`config.mk`:
```
export PLATFORM = sky130hd
export DESIGN_NAME = rgb_percent_chromaticity
export DESIGN_NICKNAME = d
export VERILOG_FILES = /design/src/hdl/rpc_pkg.sv /design/src/hdl/rpc_share_div.sv /design/src/hdl/rgb_percent_chromaticity.sv
export SDC_FILE = /design/constraint.sdc
export NUM_CORES = 1
export LEC_CHECK = 0
export BUFFER_PORTS_ARGS = -buffer_cell sky130_fd_sc_hd__buf_2
export CAP_MARGIN = 5
export CORE_ASPECT_RATIO = 1.75
export CORE_MARGIN = 10
export CORE_UTILIZATION = 50
export DETAILED_ROUTE_END_ITERATION = 12
export GPL_ROUTABILITY_DRIVEN = 1
export HOLD_SLACK_MARGIN = 0.05
export MAX_ROUTING_LAYER = met4
export PLACE_DENSITY = 0.68
export SLEW_MARGIN = 20
export SYNTH_ARGS = -nofsm -noshare
export SYNTH_HDL_FRONTEND = slang
export SYNTH_HIERARCHICAL = 1
export SYNTH_SLANG_ARGS = --single-unit
```
`constraint.sdc`:
```
create_clock -name clk -period 12.1 [get_ports clk]
set_input_delay 2.42 -clock clk [delete_from_list [all_inputs] [get_ports clk]]
set_output_delay 2.42 -clock clk [all_outputs]
set_load 0.01 [all_outputs]
```
`src/hdl/rpc_pkg.sv`:
```
// ----------------------------------------------------------------------------
// rpc_pkg: shared types and constants for the RGB percent chromaticity block
// Pixel and result word layouts, percent scale and the reciprocal used for
// the divide by three.
// ----------------------------------------------------------------------------
`default_nettype none

package rpc_pkg;

	localparam int unsigned ChanW  = 8;
	localparam int unsigned ShareW = 7;
	localparam int unsigned SumW   = 10;   // 3 * 255 fits in 10 bits
	localparam int unsigned NumW   = 15;   // 255 * 100 fits in 15 bits

	localparam logic [6:0] PctScale = 7'd100;

	// floor(s / 3) == (s * 683) >> 11 for every s in 0..765
	localparam logic [9:0] GrayRecip = 10'd683;
	localparam int unsigned GrayShift = 11;
	localparam int unsigned GrayProdW = 2 * SumW;

	typedef struct packed {
		logic [ChanW-1:0] red_in;
		logic [ChanW-1:0] green_in;
		logic [ChanW-1:0] blue_in;
		logic             row_end_in;
		logic             frame_end_in;
	} pixel_t;

	typedef struct packed {
		logic [ChanW-1:0]  gray_out;
		logic [ShareW-1:0] red_share;
		logic [ShareW-1:0] green_share;
		logic [ShareW-1:0] blue_share;
		logic              row_end_out;
		logic              frame_end_out;
	} result_t;

endpackage

`default_nettype wire

```
`src/hdl/rpc_share_div.sv`:
```
// ----------------------------------------------------------------------------
// rpc_share_div: pipelined restoring divider for one channel share
// Divides a scaled channel (channel * 100) by the channel sum. The quotient
// never exceeds 100, so seven quotient bits are resolved, two per stage and one in the last.
// ----------------------------------------------------------------------------
`default_nettype none

module rpc_share_div (
	input  wire logic                       clk,
	input  wire logic [rpc_pkg::NumW-1:0]   num,
	input  wire logic [rpc_pkg::SumW-1:0]   den,
	output logic      [rpc_pkg::ShareW-1:0] quot
);
	import rpc_pkg::*;

	// One restoring step: returns {quotient bit, new remainder}
	function automatic logic [NumW:0] div_bit(
		input logic [NumW-1:0] rem,
		input logic [SumW-1:0] dv,
		input logic [2:0]      k
	);
		logic [NumW+1:0] dsh;
		logic [NumW+1:0] diff;
		dsh  = (NumW+2)'(dv) << k;
		diff = {2'b00, rem} - dsh;
		if ({2'b00, rem} >= dsh) begin
			return {1'b1, diff[NumW-1:0]};
		end
		return {1'b0, rem};
	endfunction

	logic [NumW-1:0]   rem_s2, rem_s3, rem_s4;
	logic [SumW-1:0]   den_s2, den_s3, den_s4;
	logic [ShareW-1:0] q_s2, q_s3, q_s4, q_s5;

	logic [NumW:0] b6, b5, b4, b3, b2, b1, b0;

	always_comb begin
		b6 = div_bit(num, den, 3'd6);
		b5 = div_bit(b6[NumW-1:0], den, 3'd5);
		b4 = div_bit(rem_s2, den_s2, 3'd4);
		b3 = div_bit(b4[NumW-1:0], den_s2, 3'd3);
		b2 = div_bit(rem_s3, den_s3, 3'd2);
		b1 = div_bit(b2[NumW-1:0], den_s3, 3'd1);
		b0 = div_bit(rem_s4, den_s4, 3'd0);
	end

	always_ff @(posedge clk) begin
		rem_s2 <= b5[NumW-1:0];
		den_s2 <= den;
		q_s2   <= {b6[NumW], b5[NumW], 5'b0};

		rem_s3 <= b3[NumW-1:0];
		den_s3 <= den_s2;
		q_s3   <= {q_s2[6:5], b4[NumW], b3[NumW], 3'b0};

		rem_s4 <= b1[NumW-1:0];
		den_s4 <= den_s3;
		q_s4   <= {q_s3[6:3], b2[NumW], b1[NumW], 1'b0};

		q_s5   <= {q_s4[6:1], b0[NumW]};
	end

	assign quot = q_s5;

endmodule

`default_nettype wire

```
`src/hdl/rgb_percent_chromaticity.sv`:
```
// ----------------------------------------------------------------------------
// rgb_percent_chromaticity: gray level and per-channel percent shares
// valid_s1 to valid_s5 carry start to done; throughput one pixel every cycle.
// The four-stage share divider sets the latency; busy is always low.
// Results appear on done for one cycle and cannot be held off.
// Reset clears only the valid bits; payload registers are not reset.
// ----------------------------------------------------------------------------
`default_nettype none

module rgb_percent_chromaticity (
	input  wire logic              clk,
	input  wire logic              arst_n,
	input  wire logic              start,
	output logic                   busy,
	input  wire rpc_pkg::pixel_t   pixel,
	output logic                   done,
	output rpc_pkg::result_t       result
);
	import rpc_pkg::*;

	logic valid_s1, valid_s2, valid_s3, valid_s4, valid_s5;

	logic [SumW-1:0]      sum_c;
	logic [SumW-1:0]      sum_s1;
	logic [NumW-1:0]      red_num_s1, green_num_s1, blue_num_s1;
	logic [GrayProdW-1:0] gray_prod_s2;
	logic [ChanW-1:0]     gray_s3, gray_s4, gray_s5;
	logic [1:0]           marks_s1, marks_s2, marks_s3, marks_s4, marks_s5;
	logic [ShareW-1:0]    red_q, green_q, blue_q;

	assign busy = 1'b0;

	always_comb begin
		sum_c = SumW'(pixel.red_in) + SumW'(pixel.green_in) + SumW'(pixel.blue_in);
		// black pixel: divide by one
		if (sum_c == '0) begin
			sum_c = SumW'(1);
		end
	end

	always_ff @(posedge clk or negedge arst_n) begin
		if (!arst_n) begin
			valid_s1 <= 1'b0;
			valid_s2 <= 1'b0;
			valid_s3 <= 1'b0;
			valid_s4 <= 1'b0;
			valid_s5 <= 1'b0;
		end else begin
			valid_s1 <= start & ~busy;
			valid_s2 <= valid_s1;
			valid_s3 <= valid_s2;
			valid_s4 <= valid_s3;
			valid_s5 <= valid_s4;
		end
	end

	always_ff @(posedge clk) begin
		sum_s1       <= sum_c;
		red_num_s1   <= NumW'(pixel.red_in) * NumW'(PctScale);
		green_num_s1 <= NumW'(pixel.green_in) * NumW'(PctScale);
		blue_num_s1  <= NumW'(pixel.blue_in) * NumW'(PctScale);
		marks_s1     <= {pixel.row_end_in, pixel.frame_end_in};

		gray_prod_s2 <= GrayProdW'(sum_s1) * GrayProdW'(GrayRecip);
		marks_s2     <= marks_s1;

		gray_s3      <= ChanW'(gray_prod_s2 >> GrayShift);
		marks_s3     <= marks_s2;

		gray_s4      <= gray_s3;
		marks_s4     <= marks_s3;

		gray_s5      <= gray_s4;
		marks_s5     <= marks_s4;
	end

	rpc_share_div u_red_div (
		.clk  (clk),
		.num  (red_num_s1),
		.den  (sum_s1),
		.quot (red_q)
	);

	rpc_share_div u_green_div (
		.clk  (clk),
		.num  (green_num_s1),
		.den  (sum_s1),
		.quot (green_q)
	);

	rpc_share_div u_blue_div (
		.clk  (clk),
		.num  (blue_num_s1),
		.den  (sum_s1),
		.quot (blue_q)
	);

	assign done                 = valid_s5;
	assign result.gray_out      = gray_s5;
	assign result.red_share     = red_q;
	assign result.green_share   = green_q;
	assign result.blue_share    = blue_q;
	assign result.row_end_out   = marks_s5[1];
	assign result.frame_end_out = marks_s5[0];

	// every accepted word comes out on done
	a_latency: assert property (@(posedge clk) disable iff (!arst_n)
		start |-> ##5 done)
		else $error("accepted word did not complete after five cycles");

	a_no_phantom: assert property (@(posedge clk) disable iff (!arst_n)
		done |-> $past(start, 5))
		else $error("result strobe without an accepted word");

	a_share_range: assert property (@(posedge clk) disable iff (!arst_n)
		done |-> (result.red_share <= ShareW'(PctScale)
			&& result.green_share <= ShareW'(PctScale)
			&& result.blue_share <= ShareW'(PctScale)))
		else $error("channel share above one hundred");

	a_share_total: assert property (@(posedge clk) disable iff (!arst_n)
		done |-> ((9'(result.red_share) + 9'(result.green_share)
			+ 9'(result.blue_share)) <= 9'(PctScale)))
		else $error("channel shares add up to more than one hundred");

endmodule

`default_nettype wire

```
; Yosys cells after proc, flatten, opt, wreduce, memory -nomap -nowiden
; Cells that the tools add are included.
; W data, S select, Z words.
[totals]
inputBits = 29
wordCells = 169
ff_bits = 329
out_inout_bits = 33
[classes]
n_mux = 60
n_lt_le_gt_ge = 21
add_sub_neg = 23
n_mul = 4
reduce_logical = 1
[op_table]
columns = op, n
row1 = $mux W16, 21
row2 = $mux W15, 18
row3 = $sub A15 B15 Y15, 6
row4 = $ge A15 B16 Y1, 3
row5 = $ge A15 B10 Y1, 3
row6 = $ge A15 B11 Y1, 3
row7 = $ge A15 B12 Y1, 3
row8 = $ge A15 B13 Y1, 3
row9 = $ge A15 B14 Y1, 3
row10 = $ge A15 B15 Y1, 3
row11 = $sub A15 B10 Y15, 3
row12 = $sub A15 B11 Y15, 3
row13 = $sub A15 B12 Y15, 3
row14 = $sub A15 B13 Y15, 3
row15 = $sub A15 B14 Y15, 3
row16 = $mul A8 B5 Y13 const B, 3
row17 = $mux W1, 21
row18 = $mul A10 B10 Y19 const B, 1
row19 = $add A9 B8 Y10, 1
row20 = $logic_not A10 Y1, 1
row21 = $add A8 B8 Y9, 1

; Longest topological paths before layout
[logic_depth]
word_depth = 6
ltp_mapped = 22
ltp_nobuf = 20

; Hierarchy
; The synthesis kept the hierarchy.
[modules_own_cells]
columns = mod, cells_per_inst, seq_area_each_um2, instances, area_per_inst_um2
row1 = rpc_share_div at u_blue_div ..., 653, 1881.8, 2, 5800.6
row2 = rgb_percent_chromaticity, 536, 1946.9, 1, 6015.8
row3 = rpc_share_div at u_red_div, 626, 1881.8, 1, 5748.0

; Least setup slack after synthesis
; No wires, ideal clock.
[synth_timing]
path_type = input port to flip-flop
startpoint = input port pixel[12] (netlist name)
endpoint = register green_num_s1[14]
setup_slack_ns = 7.099
path_buffers = 0
cell_stages = 12
arrival_time_ns = 4.883
setup_time_ns = 0.118
required_time_ns = 11.982
cell_sequence = ha_1 ha_1 inv_1 fa_1 inv_1 ha_1 a21o_1 a21oi_1 nor2b_1 o21a_1 o41a_1 xor2_1
[synth_via]
elab_chain_len = 1
[synth_rtl]
columns = element, line
row1 = start: declaration, rgb_percent_chromaticity.sv:15  ; input wire rpc_pkg::pixel_t pixel,
row2 = $mul A8 B5 Y13, rgb_percent_chromaticity.sv:60  ; green_num_s1 <= NumW'(pixel.green_in) * NumW'(PctScale);
row3 = end signal: assignment, rgb_percent_chromaticity.sv:60
row4 = end: declaration, rgb_percent_chromaticity.sv:25  ; logic [NumW-1:0] red_num_s1, green_num_s1, blue_num_s1;
; No other way between the ends.
; A chain may end at the register's enable or synchronous reset.

; Final worst setup path
[layout_timing]
startpoint = register sum_s1[0]
endpoint = register u_red_div.rem_s2[9]
[layout_via]
elab_chain_len = 6
[layout_rtl]
columns = element, line
row1 = start: declaration, rgb_percent_chromaticity.sv:24  ; logic [SumW-1:0] sum_s1;
row2 = start signal: assignment, rgb_percent_chromaticity.sv:58  ; sum_s1 <= sum_c;
row3 = $sub A15 B15 Y15 or $ge A15 B16 Y1 (tied branches), "rpc_share_div.sv:25, rpc_share_div.sv:26"
row4 = $mux W16 or $mux W1 (tied branches), rpc_share_div.sv:26  ; if ({2'b00, rem} >= dsh) begin
row5 = $mux W15, rpc_share_div.sv:29  ; return {1'b0, rem};
row6 = $sub A15 B15 Y15 or $ge A15 B15 Y1 (tied branches), "rpc_share_div.sv:25, rpc_share_div.sv:26"
row7 = $mux W16 or $mux W1 (tied branches), rpc_share_div.sv:26
row8 = $mux W15 (*), rpc_share_div.sv:29
row9 = named net u_red_div.b5[9], rpc_share_div.sv:36  ; logic [NumW:0] b6, b5, b4, b3, b2, b1, b0;
row10 = end signal: assignment, rpc_share_div.sv:49  ; rem_s2 <= b5[NumW-1:0];
row11 = end: declaration, rpc_share_div.sv:32  ; logic [NumW-1:0] rem_s2, rem_s3, rem_s4;
; The timed path passes the listed nets; every way through them passes the cells marked *. The select of a mux whose other input is x is not followed.

==> out/metrics.csv <==
stage,metric,value,unit
sta,fin_crit_sh,48.2,%
synthesis,yosys.area.top_type,dfxtp_1,
route,drt-total-wl,55.7,mm
synthesis,syn-cell-area,0.0234,mm^2
synthesis,synth.yosys.seq_area_share,32.5,%
global_route,antenna_found_initial,0,
setup_path,crit_slowest_cell,dfxtp_1,
floorplan,die_area,0.0561,mm^2
setup_path,cp_max_fo,12,
setup_path,crit_start,sum_s1[0],
setup_path,cp.buffers_inverters,1,
clock_network,cts-root-buf,clkbuf_16,
clock_network,numCtsBuffers,37,
setup_path,critical_path.startpoint_type,flip-flop,
sta,clock.fmax,0.172,GHz
setup_path,cp.depth,19,
sta,rsz0062_at_grt,false,
sta,final_hold_viol_count,0,
route,first_iter_violations,641,
global_route,grt_usage,20.4,%
floorplan,rows,104,
clock_network,cts_hold_buf,0,
placement,numPortBuffers,60,
status,status,finished clean,
global_route,grt_first_pass_wirelength,91.5,mm
clock_network,clk-insertion-delay-late,540,ps
synthesis,yosysTopAreaCellShare,32.0,%
floorplan,core_area,0.0461,mm^2
sta,slew_headroom,30.2,%
sta,tightest_slew,1040,ps
setup_path,worstSetupEndpoint,u_red_div/rem_s2[9],
synthesis,ys_dominant_reg_cell,dfxtp_1,
setup_path,rrSetupSlack,6270,ps
synthesis,synth_edf_count,0,
setup_path,required,12530,ps
layout,final_core_util,56.0,%
route,drtPass1Iterations,5,
sta,setup_tns,0,ps
layout,n_fill_cell,4156,
sta,period_needed,5830,ps
clock_network,path_clk_slew,70,ps
layout,area_delta_synth_final,10.4,%
route,drcViolationCount,0,
clock_network,clock-sinks,378,
setup_path,reg2regPathDepth,19,
setup_path,cpLargestDelayFamily,compound AO/OA/AOI/OAI gates,
clock_network,h-tree-depth,2,
sta,clock_skew,13.6,ps
global_route,grt_pass1_vias,18964,
setup_path,end_kind,flip-flop,
setup_path,rr_endpoint,u_red_div/rem_s2[9],
route,vias,17715,
clock_network,cts_resized,0,
floorplan,io_pins,62,
floorplan,dieHeight,306,um
setup_path,crit_type,flip-flop to flip-flop,
synthesis,synth_area_leaders,"dfxtp_1 32%, ha_1 19%, fa_1 4.9%, inv_1 4.7%, xnor2_1 4.0%",
synthesis,async_flop_share,1.32,%
clock_network,postCtsSetupBuffers,0,
sta,setup_viol_count_final,0,
layout,n_antenna_cell,0,
setup_path,arrival,6260,ps
placement,place_area,0.0244,mm^2
sta,slew_viol_final,0,
setup_path,rr_startpoint,sum_s1[0],
setup_path,worstPathCellList,"ha_1, inv_1, fa_1, a21o_1, a21oi_1, nor2_1, a211o_1, o31ai_2, a211oi_4, mux2i_1, fa_1, a21o_1, a21oi_1, nor2b_1, o311a_1, nor3_1, o21ai_0, a21oi_2, mux2_2",
clock_network,clockBufferDepth,3,
layout,drive_gt1_share,10.0,%
global_route,grt_max_degree,24,
route,routed_wire_length_per_instance,17.5,um
floorplan,initial_core_util,50.7,%
synthesis,synthCells,2468,
route,vias_per_cell,5.57,
setup_path,critPathMaxStageDelay,740,ps
placement,place.gp.congestion,0.984,
route,drtAntennaViolNets,0,
synthesis,syn_avg_cell_area,9.47,um^2
global_route,gr-total-overflow,0,
placement,hpwlAfterDp,45.2,mm
synthesis,synth_cell_types,87,
job,drv_cap,0,
layout,fin_nets,3010,
clock_network,cts_tree,built,
layout,fin_area,0.0258,mm^2
hold_path,hold_path_class,flip-flop to flip-flop,
hold_path,hp-start,u_blue_div/q_s4[5],
floorplan,die_w,183,um
synthesis,ys_ff_latch,378,
synthesis,ys_warn_count,6,
-- synth_stat cells (all sizes together) (15+ instances only) --
master,count
a211oi,19
a21o,42
a21oi,142
a31oi,18
and3,15
dfxtp,373
fa,57
ha,357
inv,295
mux2,78
mux2i,20
nand2,130
nand2b,27
nand3,38
nand4,25
nor2,132
nor2b,55
nor3,42
o21a,46
o21ai,129
o31ai,25
or2,15
xnor2,108
xor2,55
-- worst min path at each step --
stage / endpoint / slack (ps) / cells past startpoint
after floorplan: gray_s3[0] / 310 / 0
after global placement: u_blue_div/q_s4[4] / 310 / 0
after detailed placement: gray_s4[5] / 310 / 0
after CTS: u_blue_div/quot[5] / 310 / 0
after global routing: gray_s3[5] / 330 / 0
final: u_blue_div/quot[5] / 320 / 0
-- flip-flops by register name (all words and copies together) (netlist names), 13 cells and up --
name and cells:
u_red_div/rem_s3 15, u_red_div/rem_s4 15, u_blue_div/rem_s2 15, green_num_s1 13
u_blue_div/rem_s4 15, red_num_s1 13, u_red_div/rem_s2 15, u_green_div/rem_s4 15
blue_num_s1 13, u_green_div/rem_s2 15, u_green_div/rem_s3 15, u_blue_div/rem_s3 15
-- cells by family after synthesis --
group                    share of synthesized area (%)
AO/OA/AOI/OAI                                     15.1
XOR/XNOR                                          6.11
adder cells (fa/ha/maj)                           24.0
buffers and inverters                             5.32
flip-flops                                        32.5
multiplexers                                      4.62
other                                           0.0160
AND/OR/NAND/NOR                                   12.4
-- area by class of cell --
class	count	area, um^2	share of cell area [%]
tap	583	729	2.83
clock inverter	14	218	0.844
timing repair buffer	72	397	1.54
clock buffer	53	1150	4.45
sequential	378	7590	29.4
multi-input combinational	1783	14600	56.6
inverter	295	1110	4.29
-- cell usage in the layout (no fill, tap or decap), drive strengths merged, types with 15 or more instances in the layout --
cell    netlist  layout
a21oi       142     142
mux2         78      78
ha          357     357
buf          13      71
dfxtp       373     373
a211oi       19      19
inv         295     299
nand4        25      25
xnor2       108     108
xor2         55      55
clkbuf       13      54
mux2i        20      20
a31oi        18      18
nor3         42      42
fa           57      57
o21a         46      46
conb          1      15
nor2b        55      55
a21o         42      42
nor2        132     132
or2          15      15
o21ai       129     129
o31ai        25      25
nand2b       27      27
nand2       130     130
and3         15      15
nand3        38      38
-- per-stage QoR --
stage                     hold slack (ps)  setup slack [ps]  cells
after global routing                  325              6000   3178
final                                 316              6270   3178
after detailed placement              312              6050   3110
after CTS                             311              6020   3177
after floorplan                       310              7100   2482
after global placement                310              6230   3110
-- metal layers --
metal	GRT usage [%]	up-vias	share of wire [%]
li1	-	8845	-
met1	19.2	8353	37
met2	39.2	337	55
met3	2.19	180	2.6
met4	11.1	0	5.6
met5	-	-	0
Power is not shown: default switching activity piles up to over one toggle a cycle in this logic, so the estimate is an artifact.
